[src/design/spq_pkg.sv]
package spq_pkg;

  localparam int unsigned DefaultQueueDepth = 16;
  localparam int unsigned ValueWidth        = 32;
  localparam int unsigned CountWidth        = 5;
  localparam int unsigned OpWidth           = 2;

  localparam logic [OpWidth-1:0] OpInsert = 2'd0;
  localparam logic [OpWidth-1:0] OpRemove = 2'd1;
  localparam logic [OpWidth-1:0] OpFind   = 2'd2;

  typedef struct packed {
    logic [CountWidth-1:0]        entry_count;
    logic signed [ValueWidth-1:0] head_value;
    logic                         head_valid;
    logic                         overflow;
    logic                         success;
  } spq_res_t;

endpackage

[src/design/spq_ram.sv]
module spq_ram #(
  parameter int unsigned Width = 32,
  parameter int unsigned Depth = 16
) (
  input  logic                     clk_i,
  input  logic                     we_i,
  input  logic [$clog2(Depth)-1:0] waddr_i,
  input  logic [Width-1:0]         wdata_i,
  input  logic                     re_i,
  input  logic [$clog2(Depth)-1:0] raddr_i,
  output logic [Width-1:0]         rdata_o
);

  logic [Width-1:0] mem_q [Depth];
  logic [Width-1:0] rdata_q;

  always_ff @(posedge clk_i) begin
    if (we_i) begin
      mem_q[waddr_i] <= wdata_i;
    end
    if (re_i) begin
      rdata_q <= mem_q[raddr_i];
    end
  end

  assign rdata_o = rdata_q;

endmodule

[src/design/spq_ctrl.sv]
module spq_ctrl import spq_pkg::*; #(
  parameter int unsigned QueueDepth = DefaultQueueDepth
) (
  input  logic                             clk_i,
  input  logic                             rst_ni,
  input  logic                             in_valid_i,
  output logic                             in_ready_o,
  input  logic [OpWidth-1:0]               opcode_i,
  input  logic signed [ValueWidth-1:0]     operand_i,
  output logic                             ram_we_o,
  output logic [$clog2(QueueDepth)-1:0]    ram_waddr_o,
  output logic [ValueWidth-1:0]            ram_wdata_o,
  output logic                             ram_re_o,
  output logic [$clog2(QueueDepth)-1:0]    ram_raddr_o,
  input  logic [ValueWidth-1:0]            ram_rdata_i,
  output logic                             res_valid_o,
  input  logic                             res_ready_i,
  output spq_res_t                         res_o
);

  localparam int unsigned AddrWidth = $clog2(QueueDepth);
  localparam int unsigned CntWidth  = $clog2(QueueDepth + 1);

  localparam logic [1:0] StIdle = 2'd0;
  localparam logic [1:0] StRead = 2'd1;
  localparam logic [1:0] StEval = 2'd2;
  localparam logic [1:0] StFin  = 2'd3;

  logic [1:0]                   state_q, state_d;
  logic [OpWidth-1:0]           op_q, op_d;
  logic signed [ValueWidth-1:0] val_q, val_d;
  logic [CntWidth-1:0]          pos_q, pos_d;
  logic [CntWidth-1:0]          occ_q, occ_d;
  logic                         shift_q, shift_d;
  logic                         success_q, success_d;
  logic                         overflow_q, overflow_d;
  logic signed [ValueWidth-1:0] head_q;
  logic [CntWidth-1:0]          pos_dec;
  logic [CntWidth-1:0]          pos_inc;
  logic                         full;

  assign pos_dec = pos_q - CntWidth'(1);
  assign pos_inc = pos_q + CntWidth'(1);
  assign full    = (occ_q == CntWidth'(QueueDepth));

  assign in_ready_o  = (state_q == StIdle);
  assign res_valid_o = (state_q == StFin);

  always_comb begin
    res_o.success     = success_q;
    res_o.overflow    = overflow_q;
    res_o.head_valid  = (occ_q != '0);
    res_o.head_value  = (occ_q != '0) ? head_q : '0;
    res_o.entry_count = CountWidth'(occ_q);
  end

  always_comb begin
    state_d     = state_q;
    op_d        = op_q;
    val_d       = val_q;
    pos_d       = pos_q;
    occ_d       = occ_q;
    shift_d     = shift_q;
    success_d   = success_q;
    overflow_d  = overflow_q;
    ram_we_o    = 1'b0;
    ram_waddr_o = pos_q[AddrWidth-1:0];
    ram_wdata_o = val_q;
    ram_re_o    = 1'b0;
    ram_raddr_o = pos_q[AddrWidth-1:0];

    unique case (state_q)
      StIdle: begin
        if (in_valid_i) begin
          op_d       = opcode_i;
          val_d      = operand_i;
          shift_d    = 1'b0;
          success_d  = 1'b0;
          overflow_d = 1'b0;
          case (opcode_i) inside
            OpInsert: begin
              if (full) begin
                overflow_d = 1'b1;
                state_d    = StFin;
              end else begin
                pos_d   = occ_q;
                state_d = StRead;
              end
            end
            OpRemove, OpFind: begin
              pos_d   = '0;
              state_d = StRead;
            end
            default: state_d = StFin;
          endcase
        end
      end

      StRead: begin
        if (op_q == OpInsert) begin
          // pos is the free slot; compare against the entry just above it
          if (pos_q == '0) begin
            ram_we_o    = 1'b1;
            ram_waddr_o = '0;
            ram_wdata_o = val_q;
            occ_d       = occ_q + CntWidth'(1);
            success_d   = 1'b1;
            state_d     = StFin;
          end else begin
            ram_re_o    = 1'b1;
            ram_raddr_o = pos_dec[AddrWidth-1:0];
            state_d     = StEval;
          end
        end else if (pos_q == occ_q) begin
          if (shift_q) begin
            occ_d     = occ_q - CntWidth'(1);
            success_d = 1'b1;
          end
          state_d = StFin;
        end else begin
          ram_re_o = 1'b1;
          state_d  = StEval;
        end
      end

      StEval: begin
        if (op_q == OpInsert) begin
          ram_we_o    = 1'b1;
          ram_waddr_o = pos_q[AddrWidth-1:0];
          if ($signed(ram_rdata_i) < val_q) begin
            ram_wdata_o = ram_rdata_i;
            pos_d       = pos_dec;
            state_d     = StRead;
          end else begin
            ram_wdata_o = val_q;
            occ_d       = occ_q + CntWidth'(1);
            success_d   = 1'b1;
            state_d     = StFin;
          end
        end else if (shift_q) begin
          // close the gap left by the removed entry
          ram_we_o    = 1'b1;
          ram_waddr_o = pos_dec[AddrWidth-1:0];
          ram_wdata_o = ram_rdata_i;
          pos_d       = pos_inc;
          state_d     = StRead;
        end else if ($signed(ram_rdata_i) == val_q) begin
          if (op_q == OpFind) begin
            success_d = 1'b1;
            state_d   = StFin;
          end else begin
            shift_d = 1'b1;
            pos_d   = pos_inc;
            state_d = StRead;
          end
        end else begin
          pos_d   = pos_inc;
          state_d = StRead;
        end
      end

      StFin: begin
        if (res_ready_i) begin
          state_d = StIdle;
        end
      end

      default: state_d = StIdle;
    endcase
  end

  always_ff @(posedge clk_i or negedge rst_ni) begin
    if (!rst_ni) begin
      state_q <= StIdle;
      occ_q   <= '0;
    end else begin
      state_q <= state_d;
      occ_q   <= occ_d;
    end
  end

  always_ff @(posedge clk_i) begin
    op_q       <= op_d;
    val_q      <= val_d;
    pos_q      <= pos_d;
    shift_q    <= shift_d;
    success_q  <= success_d;
    overflow_q <= overflow_d;
    // shadow copy of entry 0
    if (ram_we_o && ram_waddr_o == '0) begin
      head_q <= ram_wdata_o;
    end
  end

endmodule

[src/design/sorted_priority_queue.sv]
// channel  dir  tdata fields (lsb first)                                   bits
// s_axis   in   opcode[1:0], operand_value[33:2], zero pad                   40
// m_axis   out  success[0], overflow[1], head_valid[2], head_value[34:3],
//               entry_count[39:35]                                           40
//
// one item at a time; entries live in a single ram with a registered read
// insert moves each smaller entry down by one slot in a read-compare-write
// loop until the value finds its place; remove scans from the head, then
// shifts the later entries up to close the gap; find scans from the head;
// full inserts and unused opcodes go straight to the result
// reset clears the control state and the entry count only, no ram clearing pass is needed
// a result waiting in the output register does not block the next transfer
module sorted_priority_queue import spq_pkg::*; #(
  parameter int unsigned QueueDepth = DefaultQueueDepth
) (
  input  logic        clk_i,
  input  logic        rst_ni,
  input  logic        s_axis_tvalid,
  output logic        s_axis_tready,
  input  logic [39:0] s_axis_tdata,   // opcode, operand_value
  output logic        m_axis_tvalid,
  input  logic        m_axis_tready,
  output logic [39:0] m_axis_tdata    // success, overflow, head_valid, head_value, entry_count
);

  localparam int unsigned AddrWidth = $clog2(QueueDepth);

  logic                  ram_we;
  logic [AddrWidth-1:0]  ram_waddr;
  logic [ValueWidth-1:0] ram_wdata;
  logic                  ram_re;
  logic [AddrWidth-1:0]  ram_raddr;
  logic [ValueWidth-1:0] ram_rdata;
  logic                  res_valid;
  logic                  res_ready;
  spq_res_t              res;
  logic                  out_valid_q;
  spq_res_t              out_q;

  spq_ram #(
    .Width (ValueWidth),
    .Depth (QueueDepth)
  ) u_ram (
    .clk_i   (clk_i),
    .we_i    (ram_we),
    .waddr_i (ram_waddr),
    .wdata_i (ram_wdata),
    .re_i    (ram_re),
    .raddr_i (ram_raddr),
    .rdata_o (ram_rdata)
  );

  spq_ctrl #(
    .QueueDepth (QueueDepth)
  ) u_ctrl (
    .clk_i       (clk_i),
    .rst_ni      (rst_ni),
    .in_valid_i  (s_axis_tvalid),
    .in_ready_o  (s_axis_tready),
    .opcode_i    (s_axis_tdata[1:0]),
    .operand_i   (s_axis_tdata[33:2]),
    .ram_we_o    (ram_we),
    .ram_waddr_o (ram_waddr),
    .ram_wdata_o (ram_wdata),
    .ram_re_o    (ram_re),
    .ram_raddr_o (ram_raddr),
    .ram_rdata_i (ram_rdata),
    .res_valid_o (res_valid),
    .res_ready_i (res_ready),
    .res_o       (res)
  );

  assign res_ready = !out_valid_q || m_axis_tready;

  always_ff @(posedge clk_i or negedge rst_ni) begin
    if (!rst_ni) begin
      out_valid_q <= 1'b0;
    end else if (res_ready) begin
      out_valid_q <= res_valid;
    end
  end

  always_ff @(posedge clk_i) begin
    if (res_ready && res_valid) begin
      out_q <= res;
    end
  end

  assign m_axis_tvalid = out_valid_q;
  assign m_axis_tdata  = {out_q.entry_count, out_q.head_value, out_q.head_valid,
                          out_q.overflow, out_q.success};

endmodule
[config.mk]
export PLATFORM = sky130hd
export DESIGN_NAME = sorted_priority_queue
export DESIGN_NICKNAME = d
export VERILOG_FILES = /design/src/design/spq_pkg.sv /design/src/design/spq_ram.sv /design/src/design/spq_ctrl.sv /design/src/design/sorted_priority_queue.sv
export SDC_FILE = /design/constraint.sdc
export NUM_CORES = 1
export LEC_CHECK = 0
export BUFFER_PORTS_ARGS = -buffer_cell sky130_fd_sc_hd__clkbuf_2
export CAP_MARGIN = 40
export CORE_ASPECT_RATIO = 0.6
export CORE_UTILIZATION = 27
export CTS_CLUSTER_SIZE = 14
export DETAILED_ROUTE_END_ITERATION = 12
export GPL_ROUTABILITY_DRIVEN = 1
export SLEW_MARGIN = 20
export SYNTH_ARGS = -nofsm -noshare
export SYNTH_HDL_FRONTEND = slang
export SYNTH_SLANG_ARGS = --single-unit
[constraint.sdc]
create_clock -name clk_i -period 8.8 [get_ports clk_i]
set_clock_uncertainty 0.05 [all_clocks]
set_input_delay 0.44 -clock clk_i [delete_from_list [all_inputs] [get_ports clk_i]]
set_output_delay 0.44 -clock clk_i [all_outputs]
set_load 0.005 [all_outputs]
==> impl_metrics.yaml <==
outcome:
  status: "complete, no violations"
critical_path:
  cp-end-kind: "register"
  r2r-start: "u_ctrl.state_q[1]"
  r2r_end: "u_ram.rdata_o[6]"
  crit_path_start_kind: "register"
  setup.worst_path.start: "u_ctrl.state_q[1]"
  r2r_slack_ps: 4410
  crit_required_ps: 9110
  cp_max_fo: 57
  critical_path_class: "reg -> reg"
  reg2reg_depth: 12
  arrival_ps: 4700
  crit_end: "u_ram.rdata_o[6]"
routing:
  detail-route-antenna-nets: 0
  wirelength_mm: 57.8
  drt_iter0_markers: 976
  wl_per_cell_um: 20.8
  via_per_inst: 4.50
  dr.pass1.iters: 5
  vias: 12500
  drc_errors: 0
global_routing:
  antenna_found_initial: 1
  grt_max_degree: 129
  top_usage_layer: "met2"
  grt_pass1_wl_mm: 84.9
  met3_usage_pct: 2.00
  grt_pass1_vias: 12700
  grt_usage_pct: 11.6
  grtUsageMet2_pct: 18.1
  grt_use_met1_pct: 16.9
  gr-total-overflow: 0
synthesis:
  ys_types: 63
  synth-edff-count: 626
  synth_top_family_by_area: "multiplexers"
  yosys-top-cells-area: "edfxtp_1 (72%), mux4_1 (11%), mux2i_1 (3.8%)"
  synth_top_flop_cell: "edfxtp_1"
  synth.ff_latch_count: 634
  avgSynthCellArea_sq_um: 20.5
  synth_seq_area_share_pct: 72.3
  synth.largest_area_cell: "edfxtp_1"
  synth_top_area_share_pct: 71.5
  muxShareOfSynthArea_pct: 17.7
  synth_nets: 1366
  synth_xor_area_share_pct: 0.400
  synth_fa_ha_area_share_pct: 1.95
  synthArstFlopShare_pct: 1.26
  syn_inst: 1281
  yosysWarningCount: 0
  post_synth_instance_area_sq_um: 26300
  synth_compound_area_share_pct: 1.75
  synth-simple-area-share_pct: 3.19
floorplan:
  die_h_um: 244
  core_sq_um: 96200
  rows: 88
  die_area_sq_um: 98600
  initial_core_util_pct: 27.3
  ioPinCount: 86
  die-width_um: 405
sta:
  hold_viol: 0
  setup_ws_ps: 4410
  rsz0062_at_grt: "no"
  worst_pin_slew_ps: 1110
  period_share_pct: 49.9
  slew_violations: 0
  timing.fmax_mhz: 228
  setup_viol: 0
  period_minus_slack_ps: 4390
  tns_ps: 0
  max-slew-margin-rel_pct: 25.7
placed_design:
  io_buffers: 79
  placed_area_sq_um: 28200
  dpl_worst_slack_ps: 4350
  routabilityCongestion: 0.759
  hpwl_mm: 32.6
cts:
  numClockSinks: 634
  clkTransAtPathRegs_ps: 60
  clkLatencyLatePin_ps: 640
  ctsResizeCount: 0
  cts_buffers: 61
  cts_max_path_buffers: 3
  cts_tree: "done"
  post_cts_buffers: 0
  clock-root-buffer: "clkbuf_16"
  h-tree-depth: 2
final_layout:
  final_nets: 1518
  layout_common_cells: "edfxtp_1 (626), mux4_1 (105), mux2i_1 (99)"
  drive_gt1_share_pct: 17.5
  fin_area_sq_um: 30500
  antenna_cells: 0
  layout_commonest_cell: "edfxtp_1"
  nFillCells: 9253
  syn_to_final_growth_pct: 16.0
flow_run:
  drv_cap: 0
pwr:
  vdd_ir_drop_max_v: 0.000325
  total_power_mw: 9.57
  power.leakage_nw: 10.4
  powerDensity_nw_per_um2: 314
worst_hold_path:
  min_path_type: "in -> reg"
kinds of logic after synthesis:
group | after synthesis
flip-flops | 634
adder cells (fa/ha/maj) | 41
buffers and inverters | 100
XOR/XNOR | 12
multiplexers | 261
AO/OA/AOI/OAI | 72
AND/OR/NAND/NOR | 161
critical path, stage by stage (launching register included):
cell	delay, ps
dfrtp_1	410
inv_1	110
ha_1	360
or3b_1	510
nor2_1	270
nand2_1	140
o21ai_4	70
buf_4	610
buf_4	540
buf_16	290
mux4_1	360
mux2i_1	170
mux2i_1	100
per-stage QoR:
step           util (%)  cells  hold slack, ps
2_1_floorplan         -   1281            94.4
3_3_place_gp       29.3   2637             259
3_5_place_dp       29.3   2640             261
4_1_cts            31.7   2785            24.0
5_1_grt            31.7   2785            91.7
6_report           31.7   2785            46.5
synth_stat cells, types with 4 or more instances:
| master | instances |
|---|---|
| nor2_1 | 35 |
| clkbuf_1 | 15 |
| edfxtp_1 | 626 |
| nor2b_1 | 35 |
| mux2i_1 | 100 |
| inv_1 | 45 |
| nand2b_1 | 8 |
| nand3_1 | 9 |
| mux4_1 | 105 |
| dfrtp_1 | 8 |
| mux2_2 | 11 |
| nand2_1 | 39 |
| o21ai_0 | 19 |
| xnor2_1 | 6 |
| xor2_1 | 6 |
| mux2_1 | 21 |
| mux4_2 | 23 |
| ha_1 | 41 |
| a31oi_1 | 4 |
| nand4_1 | 10 |
| buf_12 | 11 |
| buf_4 | 16 |
| a21oi_1 | 20 |
how the worst min path moves through the flow:
stage / cells past startpoint / slack, ps / start / end
finish: 4 / 50 / m_axis_tready / m_axis_tvalid
global route: 4 / 90 / m_axis_tready / m_axis_tvalid
CTS: 4 / 20 / m_axis_tready / m_axis_tvalid
detailed placement: 1 / 260 / rst_ni / u_ctrl.occ_q[1]
global placement: 1 / 260 / rst_ni / u_ctrl.occ_q[1]
floorplan: 0 / 90 / rst_ni / m_axis_tvalid
per-layer routing:
layer / routed length [um] / vias to the layer above / share of wire, %
met5: 0 / - / 0
met4: 849 / 0 / 1.5
met3: 2720 / 66 / 4.7
met2: 26500 / 295 / 46
met1: 27800 / 6578 / 48
li1: - / 5599 / -
registers in the layout, indices dropped and copies added (netlist names), 2 cells and up:
| name | count |
|---|---|
| u_ram.mem_q | 503 |
| m_axis_tdata | 40 |
| u_ctrl.val_q | 32 |
| u_ram.rdata_o | 32 |
| u_ctrl.head_q | 9 |
| u_ctrl.occ_q | 5 |
| u_ctrl.pos_q | 5 |
| u_ctrl.op_q | 2 |
| u_ctrl.state_q | 2 |
report_power, final:
| group | switching [mW] | leakage [nW] | internal (mW) |
|---|---|---|---|
| clock network | 1.12 | 0.907 | 1.37 |
| logic | 1.71 | 3.75 | 1.26 |
| registers | 0.179 | 5.77 | 3.93 |
| total | 3.01 | 10.4 | 6.56 |
repair_timing:
action,4_1_cts,5_1_grt
endpoints found under the setup margin,0,0
hold buffers,35,0
endpoints found under the hold margin,42,0
final cells by class:
type | count | area, sq um | area share (%)
clock inverter | 34 | 310 | 1.02
timing repair buffer | 144 | 1030 | 3.37
clock buffer | 76 | 1580 | 5.19
multi-input combinational | 547 | 6760 | 22.2
sequential | 634 | 19000 | 62.3
inverter | 45 | 169 | 0.554
tap | 1305 | 1630 | 5.36
(Power assumes the default switching activity.)
